[config.mk]
export PLATFORM = sky130hd
export DESIGN_NAME = keyword_perfect_hash_matcher
export DESIGN_NICKNAME = d
export VERILOG_FILES = /design/src/hdl/khm_pkg.sv /design/src/hdl/keyword_perfect_hash_matcher.sv /design/src/hdl/khm_classify.sv
export VERILOG_INCLUDE_DIRS = /design/src /design/src/hdl
export SDC_FILE = /design/constraint.sdc
export NUM_CORES = 1
export LEC_CHECK = 0
export BUFFER_PORTS_ARGS = -buffer_cell sky130_fd_sc_hd__buf_2
export CAP_MARGIN = 30
export CORE_UTILIZATION = 55
export CTS_CLUSTER_SIZE = 16
export DETAILED_ROUTE_END_ITERATION = 12
export PLACE_DENSITY = 0.81
export SYNTH_ARGS = -nofsm -noshare
export SYNTH_HDL_FRONTEND = slang
export SYNTH_SLANG_ARGS = --single-unit
[constraint.sdc]
create_clock -name aclk -period 8.1 [get_ports aclk]
set_input_delay 1.215 -clock aclk [delete_from_list [all_inputs] [get_ports aclk]]
set_output_delay 1.215 -clock aclk [all_outputs]
set_load 0.1 [all_outputs]
[src/hdl/keyword_perfect_hash_matcher_assert.svh]
// ----------------------------------------------------------------------------
// Keyword perfect hash matcher assertion macros
// Concurrent assertion helpers used by the matcher's top-level RTL file.
// ----------------------------------------------------------------------------
`ifndef KEYWORD_PERFECT_HASH_MATCHER_ASSERT_SVH
`define KEYWORD_PERFECT_HASH_MATCHER_ASSERT_SVH

`ifndef SYNTHESIS

`define KHM_ASSERT_SAME(label, clk, rstn, ante, cons) \
    label: assert property (@(posedge clk) disable iff (!(rstn)) (ante) |-> (cons)) \
        else $error("keyword matcher check failed");

`define KHM_ASSERT_NEXT(label, clk, rstn, ante, cons) \
    label: assert property (@(posedge clk) disable iff (!(rstn)) (ante) |=> (cons)) \
        else $error("keyword matcher check failed");

`else

`define KHM_ASSERT_SAME(label, clk, rstn, ante, cons)

`define KHM_ASSERT_NEXT(label, clk, rstn, ante, cons)

`endif

`endif

[src/hdl/khm_pkg.sv]
// ----------------------------------------------------------------------------
// Keyword perfect hash matcher package
// Item types, keyword codes, byte weights and the slot table of the hash.
// ----------------------------------------------------------------------------
package khm_pkg;

    localparam int unsigned WORD_BYTES_W = 64;
    localparam int unsigned WORD_LEN_W   = 8;
    localparam int unsigned CODE_W       = 5;
    localparam int unsigned HASH_W       = 7;
    localparam int unsigned SLOT_W       = 5;
    localparam int unsigned SLOT_LEN_W   = 4;

    localparam logic [WORD_LEN_W-1:0] MIN_CHARS   = 8'd2;
    localparam logic [HASH_W-1:0]     HASH_LIMIT  = 7'd29;
    localparam logic [6:0]            PLAIN_WEIGHT = 7'd30;

    localparam logic [CODE_W-1:0] KW_AND      = 5'd0;
    localparam logic [CODE_W-1:0] KW_BREAK    = 5'd1;
    localparam logic [CODE_W-1:0] KW_DO       = 5'd2;
    localparam logic [CODE_W-1:0] KW_ELSE     = 5'd3;
    localparam logic [CODE_W-1:0] KW_ELSEIF   = 5'd4;
    localparam logic [CODE_W-1:0] KW_END      = 5'd5;
    localparam logic [CODE_W-1:0] KW_FALSE    = 5'd6;
    localparam logic [CODE_W-1:0] KW_FOR      = 5'd7;
    localparam logic [CODE_W-1:0] KW_FUNCTION = 5'd8;
    localparam logic [CODE_W-1:0] KW_GOTO     = 5'd9;
    localparam logic [CODE_W-1:0] KW_IF       = 5'd10;
    localparam logic [CODE_W-1:0] KW_IN       = 5'd11;
    localparam logic [CODE_W-1:0] KW_LOCAL    = 5'd12;
    localparam logic [CODE_W-1:0] KW_NIL      = 5'd13;
    localparam logic [CODE_W-1:0] KW_NOT      = 5'd14;
    localparam logic [CODE_W-1:0] KW_OR       = 5'd15;
    localparam logic [CODE_W-1:0] KW_REPEAT   = 5'd16;
    localparam logic [CODE_W-1:0] KW_RETURN   = 5'd17;
    localparam logic [CODE_W-1:0] KW_THEN     = 5'd18;
    localparam logic [CODE_W-1:0] KW_TRUE     = 5'd19;
    localparam logic [CODE_W-1:0] KW_UNTIL    = 5'd20;
    localparam logic [CODE_W-1:0] KW_WHILE    = 5'd21;
    localparam logic [CODE_W-1:0] NO_KEYWORD  = 5'd22;

    typedef struct packed {
        logic [WORD_BYTES_W-1:0] word_bytes;
        logic [WORD_LEN_W-1:0]   word_length;
    } khm_in_t;

    typedef struct packed {
        logic [CODE_W-1:0] token_code;
        logic              is_keyword;
    } khm_out_t;

    typedef struct packed {
        logic [SLOT_LEN_W-1:0]   length;
        logic [CODE_W-1:0]       code;
        logic [WORD_BYTES_W-1:0] text;
    } khm_slot_t;

    function automatic logic [6:0] byte_weight(input logic [7:0] b);
        logic [6:0] w;
        case (b)
            8'h61:   w = 7'd10;
            8'h62:   w = 7'd10;
            8'h64:   w = 7'd15;
            8'h65:   w = 7'd5;
            8'h66:   w = 7'd5;
            8'h67:   w = 7'd15;
            8'h69:   w = 7'd0;
            8'h6B:   w = 7'd10;
            8'h6C:   w = 7'd0;
            8'h6E:   w = 7'd0;
            8'h6F:   w = 7'd10;
            8'h72:   w = 7'd0;
            8'h74:   w = 7'd15;
            8'h75:   w = 7'd15;
            8'h77:   w = 7'd0;
            default: w = PLAIN_WEIGHT;
        endcase
        return w;
    endfunction

    // Keyword text is stored with the first character in the lowest byte.
    function automatic khm_slot_t slot_entry(input logic [SLOT_W-1:0] idx);
        khm_slot_t s;
        case (idx)
            5'd2:    s = '{4'd2, KW_IN,       64'h0000_0000_0000_6E69};
            5'd3:    s = '{4'd3, KW_NIL,      64'h0000_0000_006C_696E};
            5'd5:    s = '{4'd5, KW_LOCAL,    64'h0000_006C_6163_6F6C};
            5'd6:    s = '{4'd6, KW_RETURN,   64'h0000_6E72_7574_6572};
            5'd7:    s = '{4'd2, KW_IF,       64'h0000_0000_0000_6669};
            5'd8:    s = '{4'd3, KW_FOR,      64'h0000_0000_0072_6F66};
            5'd10:   s = '{4'd5, KW_WHILE,    64'h0000_0065_6C69_6877};
            5'd12:   s = '{4'd2, KW_OR,       64'h0000_0000_0000_726F};
            5'd13:   s = '{4'd8, KW_FUNCTION, 64'h6E6F_6974_636E_7566};
            5'd14:   s = '{4'd4, KW_ELSE,     64'h0000_0000_6573_6C65};
            5'd15:   s = '{4'd5, KW_FALSE,    64'h0000_0065_736C_6166};
            5'd16:   s = '{4'd6, KW_ELSEIF,   64'h0000_6669_6573_6C65};
            5'd18:   s = '{4'd3, KW_NOT,      64'h0000_0000_0074_6F6E};
            5'd19:   s = '{4'd4, KW_THEN,     64'h0000_0000_6E65_6874};
            5'd20:   s = '{4'd5, KW_UNTIL,    64'h0000_006C_6974_6E75};
            5'd21:   s = '{4'd6, KW_REPEAT,   64'h0000_7461_6570_6572};
            5'd23:   s = '{4'd3, KW_END,      64'h0000_0000_0064_6E65};
            5'd24:   s = '{4'd4, KW_TRUE,     64'h0000_0000_6575_7274};
            5'd25:   s = '{4'd5, KW_BREAK,    64'h0000_006B_6165_7262};
            5'd27:   s = '{4'd2, KW_DO,       64'h0000_0000_0000_6F64};
            5'd28:   s = '{4'd3, KW_AND,      64'h0000_0000_0064_6E61};
            5'd29:   s = '{4'd4, KW_GOTO,     64'h0000_0000_6F74_6F67};
            default: s = '{4'd0, NO_KEYWORD,  64'h0};
        endcase
        return s;
    endfunction

endpackage

[src/hdl/keyword_perfect_hash_matcher.sv]
// ----------------------------------------------------------------------------
// Keyword perfect hash matcher
// Classifies one candidate word per cycle, unless the output stalls, as a keyword code or as no keyword.
// ----------------------------------------------------------------------------
// The block accepts one item in every cycle while the output is not stalled
// and returns exactly one result for each, in order. The item is captured in
// an input register, the hash, slot lookup and byte compare run in one short
// combinational pass, and the answer is held in a result register; a stall on
// the output holds both stages in place.
module keyword_perfect_hash_matcher #(
    parameter int unsigned MAX_WORD_CHARS = 8
) (
    input  logic               aclk,
    input  logic               aresetn,
    input  logic               s_valid,
    output logic               s_ready,
    input  khm_pkg::khm_in_t   s_payload,
    output logic               m_valid,
    input  logic               m_ready,
    output khm_pkg::khm_out_t  m_payload
);

`include "keyword_perfect_hash_matcher_assert.svh"

    logic               in_valid_reg;
    logic               in_valid_next;
    khm_pkg::khm_in_t   in_item_reg;
    logic               out_valid_reg;
    logic               out_valid_next;
    khm_pkg::khm_out_t  out_item_reg;
    khm_pkg::khm_out_t  classified;
    logic               out_free;

    assign out_free = !out_valid_reg || m_ready;
    assign s_ready  = !in_valid_reg || out_free;

    khm_classify #(
        .MAX_WORD_CHARS(MAX_WORD_CHARS)
    ) u_classify (
        .item   (in_item_reg),
        .result (classified)
    );

    always_comb begin
        in_valid_next  = in_valid_reg;
        out_valid_next = out_valid_reg;
        if (out_free) begin
            out_valid_next = in_valid_reg;
        end
        if (s_ready) begin
            in_valid_next = s_valid;
        end
    end

    always_ff @(posedge aclk) begin
        if (!aresetn) begin
            in_valid_reg  <= 1'b0;
            out_valid_reg <= 1'b0;
        end else begin
            in_valid_reg  <= in_valid_next;
            out_valid_reg <= out_valid_next;
        end
    end

    always_ff @(posedge aclk) begin
        if (s_ready && s_valid) begin
            in_item_reg <= s_payload;
        end
        if (out_free && in_valid_reg) begin
            out_item_reg <= classified;
        end
    end

    assign m_valid   = out_valid_reg;
    assign m_payload = out_item_reg;

    `KHM_ASSERT_SAME(a_flag_matches_code, aclk, aresetn, m_valid,
        m_payload.is_keyword == (m_payload.token_code != khm_pkg::NO_KEYWORD))
    `KHM_ASSERT_SAME(a_code_in_range, aclk, aresetn, m_valid,
        m_payload.token_code <= khm_pkg::NO_KEYWORD)
    `KHM_ASSERT_NEXT(a_item_advances, aclk, aresetn, in_valid_reg && out_free, m_valid)
    `KHM_ASSERT_NEXT(a_item_captured, aclk, aresetn, s_valid && s_ready, in_valid_reg)

endmodule

[src/hdl/khm_classify.sv]
// ----------------------------------------------------------------------------
// Keyword classifier
// Forms the perfect hash of one word, reads its slot and compares the bytes.
// ----------------------------------------------------------------------------
module khm_classify #(
    parameter int unsigned MAX_WORD_CHARS = 8
) (
    input  khm_pkg::khm_in_t  item,
    output khm_pkg::khm_out_t result
);

    logic [2:0]                       len_m1;
    logic [7:0]                       first_byte;
    logic [7:0]                       last_byte;
    logic [khm_pkg::HASH_W-1:0]       hash;
    logic                             len_ok;
    khm_pkg::khm_slot_t               slot;
    logic [khm_pkg::WORD_BYTES_W-1:0] byte_mask;
    logic                             match;

    assign len_m1     = item.word_length[2:0] - 3'd1;
    assign first_byte = item.word_bytes[7:0];
    assign last_byte  = item.word_bytes[{len_m1, 3'b000} +: 8];

    assign len_ok = (item.word_length >= khm_pkg::MIN_CHARS) &&
                    (item.word_length <= 8'(MAX_WORD_CHARS));

    assign hash = 7'(item.word_length[3:0]) + khm_pkg::byte_weight(last_byte)
                  + khm_pkg::byte_weight(first_byte);

    assign slot = khm_pkg::slot_entry(hash[khm_pkg::SLOT_W-1:0]);

    always_comb begin
        for (int i = 0; i < 8; i++) begin
            byte_mask[i*8 +: 8] = (item.word_length > 8'(i)) ? 8'hFF : 8'h00;
        end
    end

    assign match = len_ok && (hash <= khm_pkg::HASH_LIMIT) &&
                   (item.word_length == 8'(slot.length)) &&
                   (((item.word_bytes ^ slot.text) & byte_mask) == '0);

    assign result.token_code = match ? slot.code : khm_pkg::NO_KEYWORD;
    assign result.is_keyword = match;

endmodule
# Word level (Yosys, flattened, before mapping)

Memories as Yosys holds them, arrays and structs flattened.
Index checks and enable logic that the tools add are counted.

$add $sub $neg: 3
Order comparisons: 11
Eq/ne operators: 31
Shift operators: 1
Muxes and demuxes: 10
Bitwise gates (word level): 2
Reductions and logical operators: 19

Operator list:

| cell                | number |
|---|---|
| $eq 8x7->1 const B  | 30 |
| $and 64x64->64      | 1 |
| $logic_not 64->1    | 1 |
| $mux 8              | 8 |
| $shiftx 64x7->8     | 1 |
| $xor 64x64->64      | 1 |
| $pmux 5 s4          | 2 |
| $gt 8x3->1 const B  | 4 |
| $gt 8x1->1 const B  | 2 |
| $gt 8x2->1 const B  | 2 |
| $reduce_or 4->1     | 4 |
| $reduce_or 5->1     | 2 |
| $eq 8x4->1          | 1 |
| $ge 8x2->1 const B  | 1 |
| $le 8x4->1 const B  | 1 |
| $add 7x5->7         | 1 |
| $le 7x5->1 const B  | 1 |
| $add 4x5->6         | 1 |
| $logic_and 1x1->1   | 6 |
| $reduce_or 2->1     | 2 |
| $sub 3x1->3 const B | 1 |
| $logic_not 1->1     | 2 |
| $logic_or 1x1->1    | 2 |

Register bits: 80
Memory bits (read-only): 1984
Output and inout bits: 8
Word-level logic and storage cells: 84
Memories: 1

Memory list:

| memory          | depth | width | rd ports | clocked after memory_dff | write ports | RTL line      | RTL |
|---|---|---|---|---|---|---|---|
| (no name shown) | 32    | 62    | 1        | 0                        | 0           | khm_pkg.sv:84 | `case (idx)` |

# Logic depth before layout (Yosys ltp)

An unclocked memory read counts as a cell.

Word-level depth: 12
Gate-level depth with buffers: 29
Gate-level depth less buffers: 23

# By module

From an unflattened synthesis, not the netlist that was laid out.

Cell total of the unflattened synthesis: 606
Area, all modules: 6000.8 µm²

By module, submodules not included:

| module                       | instances | cells each | area each (µm²) | seq. area each (µm²) |
|---|---|---|---|---|
| khm_classify                 | 1         | 519        | 3554.7          | 0.0 |
| keyword_perfect_hash_matcher | 1         | 87         | 2446.1          | 2382.3 |

# Least setup slack after synthesis

Ideal clock, no wire load.

Kind: flip-flop to flip-flop
Start: reg in_item_reg[0] (netlist bit)
End: reg out_item_reg (netlist bit m_payload[1]), data pin
Data arrival time: 7131 ps
Data required time: 7924 ps
Setup slack: 793 ps
Cell stages (with the launch flop): 25
Buffers on the path: 5
Cell sequence: edfxtp_1 clkinv_1 ha_1 buf_2 buf_2 mux4_2 mux2_2 mux2i_1 nand2_1 a21oi_1 o21ai_0 fa_1 fa_1 clkbuf_1 inv_1 clkbuf_1 ha_1 clkbuf_1 o311ai_0 and3_1 a211oi_1 or4bb_1 nor4b_4 o2111ai_1 nor4_1

Cells in the longest elaborated chain, start to end: 12
Elaborated cells on any way between the ends: 52
Those cells by class: add/sub (3); order compare (11); eq/ne (16); shift (1); mux (9); bitwise (2); reduce/logical (9); memory (1)

Ends and longest elaborated chain:

| item                                              | RTL line                           | RTL |
|---|---|---|
| start, declared                                   | keyword_perfect_hash_matcher.sv:27 | `khm_pkg::khm_in_t in_item_reg;` |
| start signal, assigned                            | keyword_perfect_hash_matcher.sv:67 | `in_item_reg <= s_payload;` |
| $sub 3x1->3                                       | khm_classify.sv:21                 | `assign len_m1 = item.word_length[2:0] - 3'd1;` |
| $shiftx 64x7->8                                   | khm_classify.sv:23                 | `assign last_byte = item.word_bytes[{len_m1, 3'b000} +: 8];` |
| $eq 8x7->1                                        | khm_pkg.sv:60                      | `case (b)` |
| $reduce_or 5->1 (no line) (tied with other cells) | n/a                                |  |
| $pmux 5 s4                                        | khm_pkg.sv:60                      |  |
| $add 4x5->6                                       | khm_classify.sv:28                 | `assign hash = 7'(item.word_length[3:0]) + khm_pkg::byte_weight(last_byte)` |
| $add 7x5->7                                       | khm_classify.sv:29                 | `+ khm_pkg::byte_weight(first_byte);` |
| $mem_v2 32x62                                     | n/a                                |  |
| $xor 64x64->64                                    | khm_classify.sv:41                 | `(((item.word_bytes ^ slot.text) & byte_mask) == '0);` |
| $and 64x64->64                                    | khm_classify.sv:41                 |  |
| $logic_not 64->1                                  | khm_classify.sv:41                 |  |
| $logic_and 1x1->1                                 | khm_classify.sv:40                 | `(item.word_length == 8'(slot.length)) &&` |
| end signal, assigned                              | keyword_perfect_hash_matcher.sv:70 | `out_item_reg <= classified;` |
| end, declared                                     | keyword_perfect_hash_matcher.sv:30 | `khm_pkg::khm_out_t out_item_reg;` |

Parallel ways exist; a longest one is shown, timed or not.
A chain may end at the register's enable or synchronous reset.

# Worst setup path in the final report

Ends and elaborated chain as after synthesis.

==> reports/summary.md <==
• **kind of end point of the critical path** flop
• **leftover overflow at the end of global routing** 0
• **WL final** 24.3 mm
• **CTS Hold Buffers Added** 0
• **count of maximum capacitance violations** 0
• **total number of clock tree sinks** 80
• **WL per Instance** 27.0 microns
• **data arrival time of the critical path** 7.95 ns
• **antenna violations before repair** 0
• **placed inst area** 7110 sq um
• **number of DRC violations after detailed-routing iteration 0** 1088
• **clock-pin transition on the worst setup and hold timing paths** 0.06 ns
• **Final Max Tran Viols** 0
• **Cells on Worst Hold Path** 1
• **number of placed I/O pins** 84
• **setup repair after global routing missed its margin** no
• **critical path's slowest cell** sky130_fd_sc_hd__o32ai_1
• **number of distinct library cells after synthesis** 88
• **number of nets produced by synthesis** 770
• **worst-case reg-to-reg path depth** 24
• **Detail Route Antenna Nets** 0
• **post-layout utilization of the core** 0.653
• **Final Cell Area** 7490 sq um
• **warning count from the yosys run** 0
• **start of the worst register-to-register path** in_item_reg[0]
• **Synth Register Bits** 80
• **via count of the first global-routing pass** 6241
• **count of port buffers added during placement** 83
• **final hold vios** 0
• **total area of multi-input combinational cells** 3850 sq um
• **share of total power in the clock network** 0.177
• **top cell family by delay on the critical path** compound AO/OA/AOI/OAI gates
• **Tcrit/Tclk final** 0.963
• **Worst-Margin Slew** 0.884 ns
• **critical path, cell by cell** clkinv_1 -> ha_2 -> buf_12 -> mux2_2 -> mux4_2 -> nand2b_1 -> nor2_1 -> o21ai_0 -> nand3_1 -> or2_2 -> ha_1 -> a21oi_1 -> xnor2_1 -> ha_1 -> buf_4 -> a21oi_2 -> and3_2 -> nor2_2 -> buf_4 -> o32ai_1 -> mux2i_1 -> o41ai_2 -> o2111ai_1 -> nor4_1
• **number of diodes** 0
• **total number of vias** 6592
• **first-pass GRT wire length** 36.7 mm
• **vias per std cell** 7.34
• **CP required** 8.25 ns
• **Post-route DRC** 0
• **Area Overhead vs Synth** 15.3%
• **highest clock rate** 128 MHz
• **Slew headroom** 0.403
• **routability congestion estimate from global placement** 1.04
• **commonest non-fill, non-tap cell in the layout** sky130_fd_sc_hd__buf_2
• **horizontal die dimension** 111 microns
• **minimum period implied by the final worst setup slack** 7.80 ns
• **worst hold path endpoint** m_valid
• **type of the tightest min-delay check** flop to flop
• **most frequent cells in the layout** sky130_fd_sc_hd__buf_2 (83), sky130_fd_sc_hd__edfxtp_1 (78), sky130_fd_sc_hd__nand2_1 (45)
• **Worst setup SP type** flop
• **Worst Path Buf+Inv** 4
• **startpoint of the lowest-slack hold path** in_valid_reg
• **Worst path max stage delay** 0.58 ns
• **status** complete, no violations
• **total power consumption of the routed design** 2400 uW
• **sequential area share after synthesis** 0.367
• **share of final-layout standard cells stronger than drive strength 1** 0.248
• **maximum level of the CTS H-tree** 3
• **Filler Cells Inserted** 887
• **worst reg2reg endpoint** m_payload[1]
• **CTS Root Cell** sky130_fd_sc_hd__clkbuf_16
• **post-route clock skew** 0.00891 ns
• **Die Outline Area** 12300 sq um
• **pwr/cell area** 321 nW/um^2
• **number of flip-flops in the largest register** 72
• **core box area** 11500 sq um
• **sequential cell area** 2380 sq um
• **CTS tree** done
• **worst-path maximum fanout** 22
• **clk_lat worst skew** 0.35 ns
• **number of buffers added by the clock tree synthesis step** 9
• **Gate Count Post-Synth** 670
• **worst ir drop on vdd** 246 uV
• **reg2reg setup slack** 0.30 ns
• **internal power** 1230 uW
• **critical path class** flop to flop
• **vertical die dimension** 111 microns
• **post-synthesis area per instance** 9.70 sq um
• **Setup-failing EPs final** 0
• **most used flip-flop cell after synthesis** sky130_fd_sc_hd__edfxtp_1
• **HPWL after DPL** 18.0 mm
• **length of the first detailed-routing pass in iterations** 5
• **switching part of the total** 0.487
• **Sw Pwr** 1170 uW
• **Tot GR Track Use** 0.400
• **largest net degree at the start of global routing** 73
• **number of placement rows** 39
• **relative contribution of sequential cells to total power** 0.212
• **Async SR Flop Fraction** 0
• **buffer depth of the longest clock path** 2
• **setup total negative slack** 0 ns
• **WHS** 0.571 ns
• **number of nets in the final layout** 850
• **Pleak** 0.00280 uW
• **initial core utilization** 0.567
• **Post-synth EDFFs** 78
• **post-synthesis instance area** 6500 sq um
• **power share of the combinational group** 0.611
-- cells in the mapped netlist, types with 6 or more instances --
| master | n | area [sq um] |
|---|---|---|
| sky130_fd_sc_hd__o21ai_0 | 40 | 200 |
| sky130_fd_sc_hd__xnor2_1 | 20 | 175 |
| sky130_fd_sc_hd__o22ai_1 | 9 | 56.3 |
| sky130_fd_sc_hd__nor3_1 | 19 | 95.1 |
| sky130_fd_sc_hd__a21o_1 | 7 | 52.6 |
| sky130_fd_sc_hd__xor2_1 | 13 | 114 |
| sky130_fd_sc_hd__mux2i_1 | 17 | 170 |
| sky130_fd_sc_hd__a21oi_1 | 32 | 160 |
| sky130_fd_sc_hd__or3_1 | 9 | 56.3 |
| sky130_fd_sc_hd__clkbuf_1 | 15 | 56.3 |
| sky130_fd_sc_hd__o211ai_1 | 14 | 105 |
| sky130_fd_sc_hd__edfxtp_1 | 78 | 2340 |
| sky130_fd_sc_hd__inv_1 | 18 | 67.6 |
| sky130_fd_sc_hd__nand2b_1 | 7 | 43.8 |
| sky130_fd_sc_hd__a21boi_0 | 6 | 45.0 |
| sky130_fd_sc_hd__nor4_1 | 8 | 50.1 |
| sky130_fd_sc_hd__mux2_2 | 11 | 124 |
| sky130_fd_sc_hd__o2111ai_1 | 6 | 52.6 |
| sky130_fd_sc_hd__buf_2 | 21 | 105 |
| sky130_fd_sc_hd__a31oi_1 | 9 | 56.3 |
| sky130_fd_sc_hd__a211oi_1 | 12 | 90.1 |
| sky130_fd_sc_hd__ha_1 | 22 | 275 |
| sky130_fd_sc_hd__nand2_1 | 45 | 169 |
| sky130_fd_sc_hd__nand4_1 | 15 | 93.8 |
| sky130_fd_sc_hd__o21a_1 | 6 | 45.0 |
| sky130_fd_sc_hd__o311ai_0 | 6 | 52.6 |
| sky130_fd_sc_hd__o221ai_1 | 8 | 70.1 |
| sky130_fd_sc_hd__or4_1 | 8 | 60.1 |
| sky130_fd_sc_hd__buf_1 | 6 | 22.5 |
| sky130_fd_sc_hd__nand3_1 | 18 | 90.1 |
| sky130_fd_sc_hd__nor2b_1 | 7 | 43.8 |
| sky130_fd_sc_hd__nor2_1 | 40 | 150 |
| sky130_fd_sc_hd__mux4_2 | 10 | 225 |
| sky130_fd_sc_hd__and2_1 | 6 | 37.5 |
-- layer usage --
metal  vias up  GRT usage  part of all wire
li1       2802          -                 -
met1      3108      0.518              0.38
met2       553      0.611              0.44
met3       129     0.0968              0.12
met4         0      0.234             0.063
met5         -          0                 0
-- repair_timing --
action                     CTS  global route
buffers inserted             0             3
setup endpoints to repair    0             6
resized for setup            0            13
-- worst register-to-register path, cell delays in order, from the launching register on --
cell and delay [ns]:
sky130_fd_sc_hd__edfxtp_1 0.36, sky130_fd_sc_hd__clkinv_1 0.27, sky130_fd_sc_hd__ha_2 0.56, sky130_fd_sc_hd__buf_12 0.20, sky130_fd_sc_hd__mux2_2 0.35, sky130_fd_sc_hd__mux4_2 0.53, sky130_fd_sc_hd__nand2b_1 0.17, sky130_fd_sc_hd__nor2_1 0.06
sky130_fd_sc_hd__o21ai_0 0.17, sky130_fd_sc_hd__nand3_1 0.19, sky130_fd_sc_hd__or2_2 0.37, sky130_fd_sc_hd__ha_1 0.32, sky130_fd_sc_hd__a21oi_1 0.23, sky130_fd_sc_hd__xnor2_1 0.21, sky130_fd_sc_hd__ha_1 0.30, sky130_fd_sc_hd__buf_4 0.21
sky130_fd_sc_hd__a21oi_2 0.36, sky130_fd_sc_hd__and3_2 0.44, sky130_fd_sc_hd__nor2_2 0.09, sky130_fd_sc_hd__buf_4 0.24, sky130_fd_sc_hd__o32ai_1 0.59, sky130_fd_sc_hd__mux2i_1 0.20, sky130_fd_sc_hd__o41ai_2 0.57, sky130_fd_sc_hd__o2111ai_1 0.26
sky130_fd_sc_hd__nor4_1 0.37
-- cells by family (layout without fill, tap and decap cells) --
kind of cell             Yosys count  after routing  synth area share
flip-flops                        80             80             0.367
multiplexers                      39             39            0.0822
AND/OR/NAND/NOR                  207            207             0.167
XOR/XNOR                          34             34            0.0470
adder cells (fa/ha/maj)           24             24            0.0485
AO/OA/AOI/OAI                    219            219             0.241
buffers and inverters             67            152            0.0468
-- layout make-up --
| cell class | instances | share of cell area |
|---|---|---|
| sequential | 80 | 0.318 |
| clock buffer | 9 | 0.0301 |
| inverter | 20 | 0.0100 |
| tap | 143 | 0.0239 |
| multi-input combinational | 523 | 0.515 |
| timing repair buffer | 116 | 0.0919 |
| clock inverter | 7 | 0.0114 |
-- per-stage QoR --
stage	cells	setup WS [ns]
floorplan	670	0.793
global placement	879	0.526
detailed placement	879	0.299
CTS	895	0.178
global route	898	0.0131
finish	898	0.300
-- power by group through the flow --
stage / clock [uW] / combinational [uW] / sequential, uW
finish: 424 / 1470 / 509
global route: 441 / 1520 / 509
CTS: 429 / 1370 / 507
detailed placement: 0 / 1360 / 515
global placement: 0 / 1380 / 514
floorplan: 0 / 941 / 509
-- worst max path at each step --
stage,startpoint,to,slack [ns],cells after the start
3_3_place_gp,in_item_reg[0],m_payload[1],0.53,25
5_1_grt,in_item_reg[0],m_payload[1],0.01,24
6_report,in_item_reg[0],m_payload[1],0.30,24
3_5_place_dp,in_item_reg[0],m_payload[1],0.30,24
2_1_floorplan,in_item_reg[0],m_payload[1],0.79,24
4_1_cts,in_item_reg[0],m_payload[1],0.18,25
(Power assumes the default switching activity.)
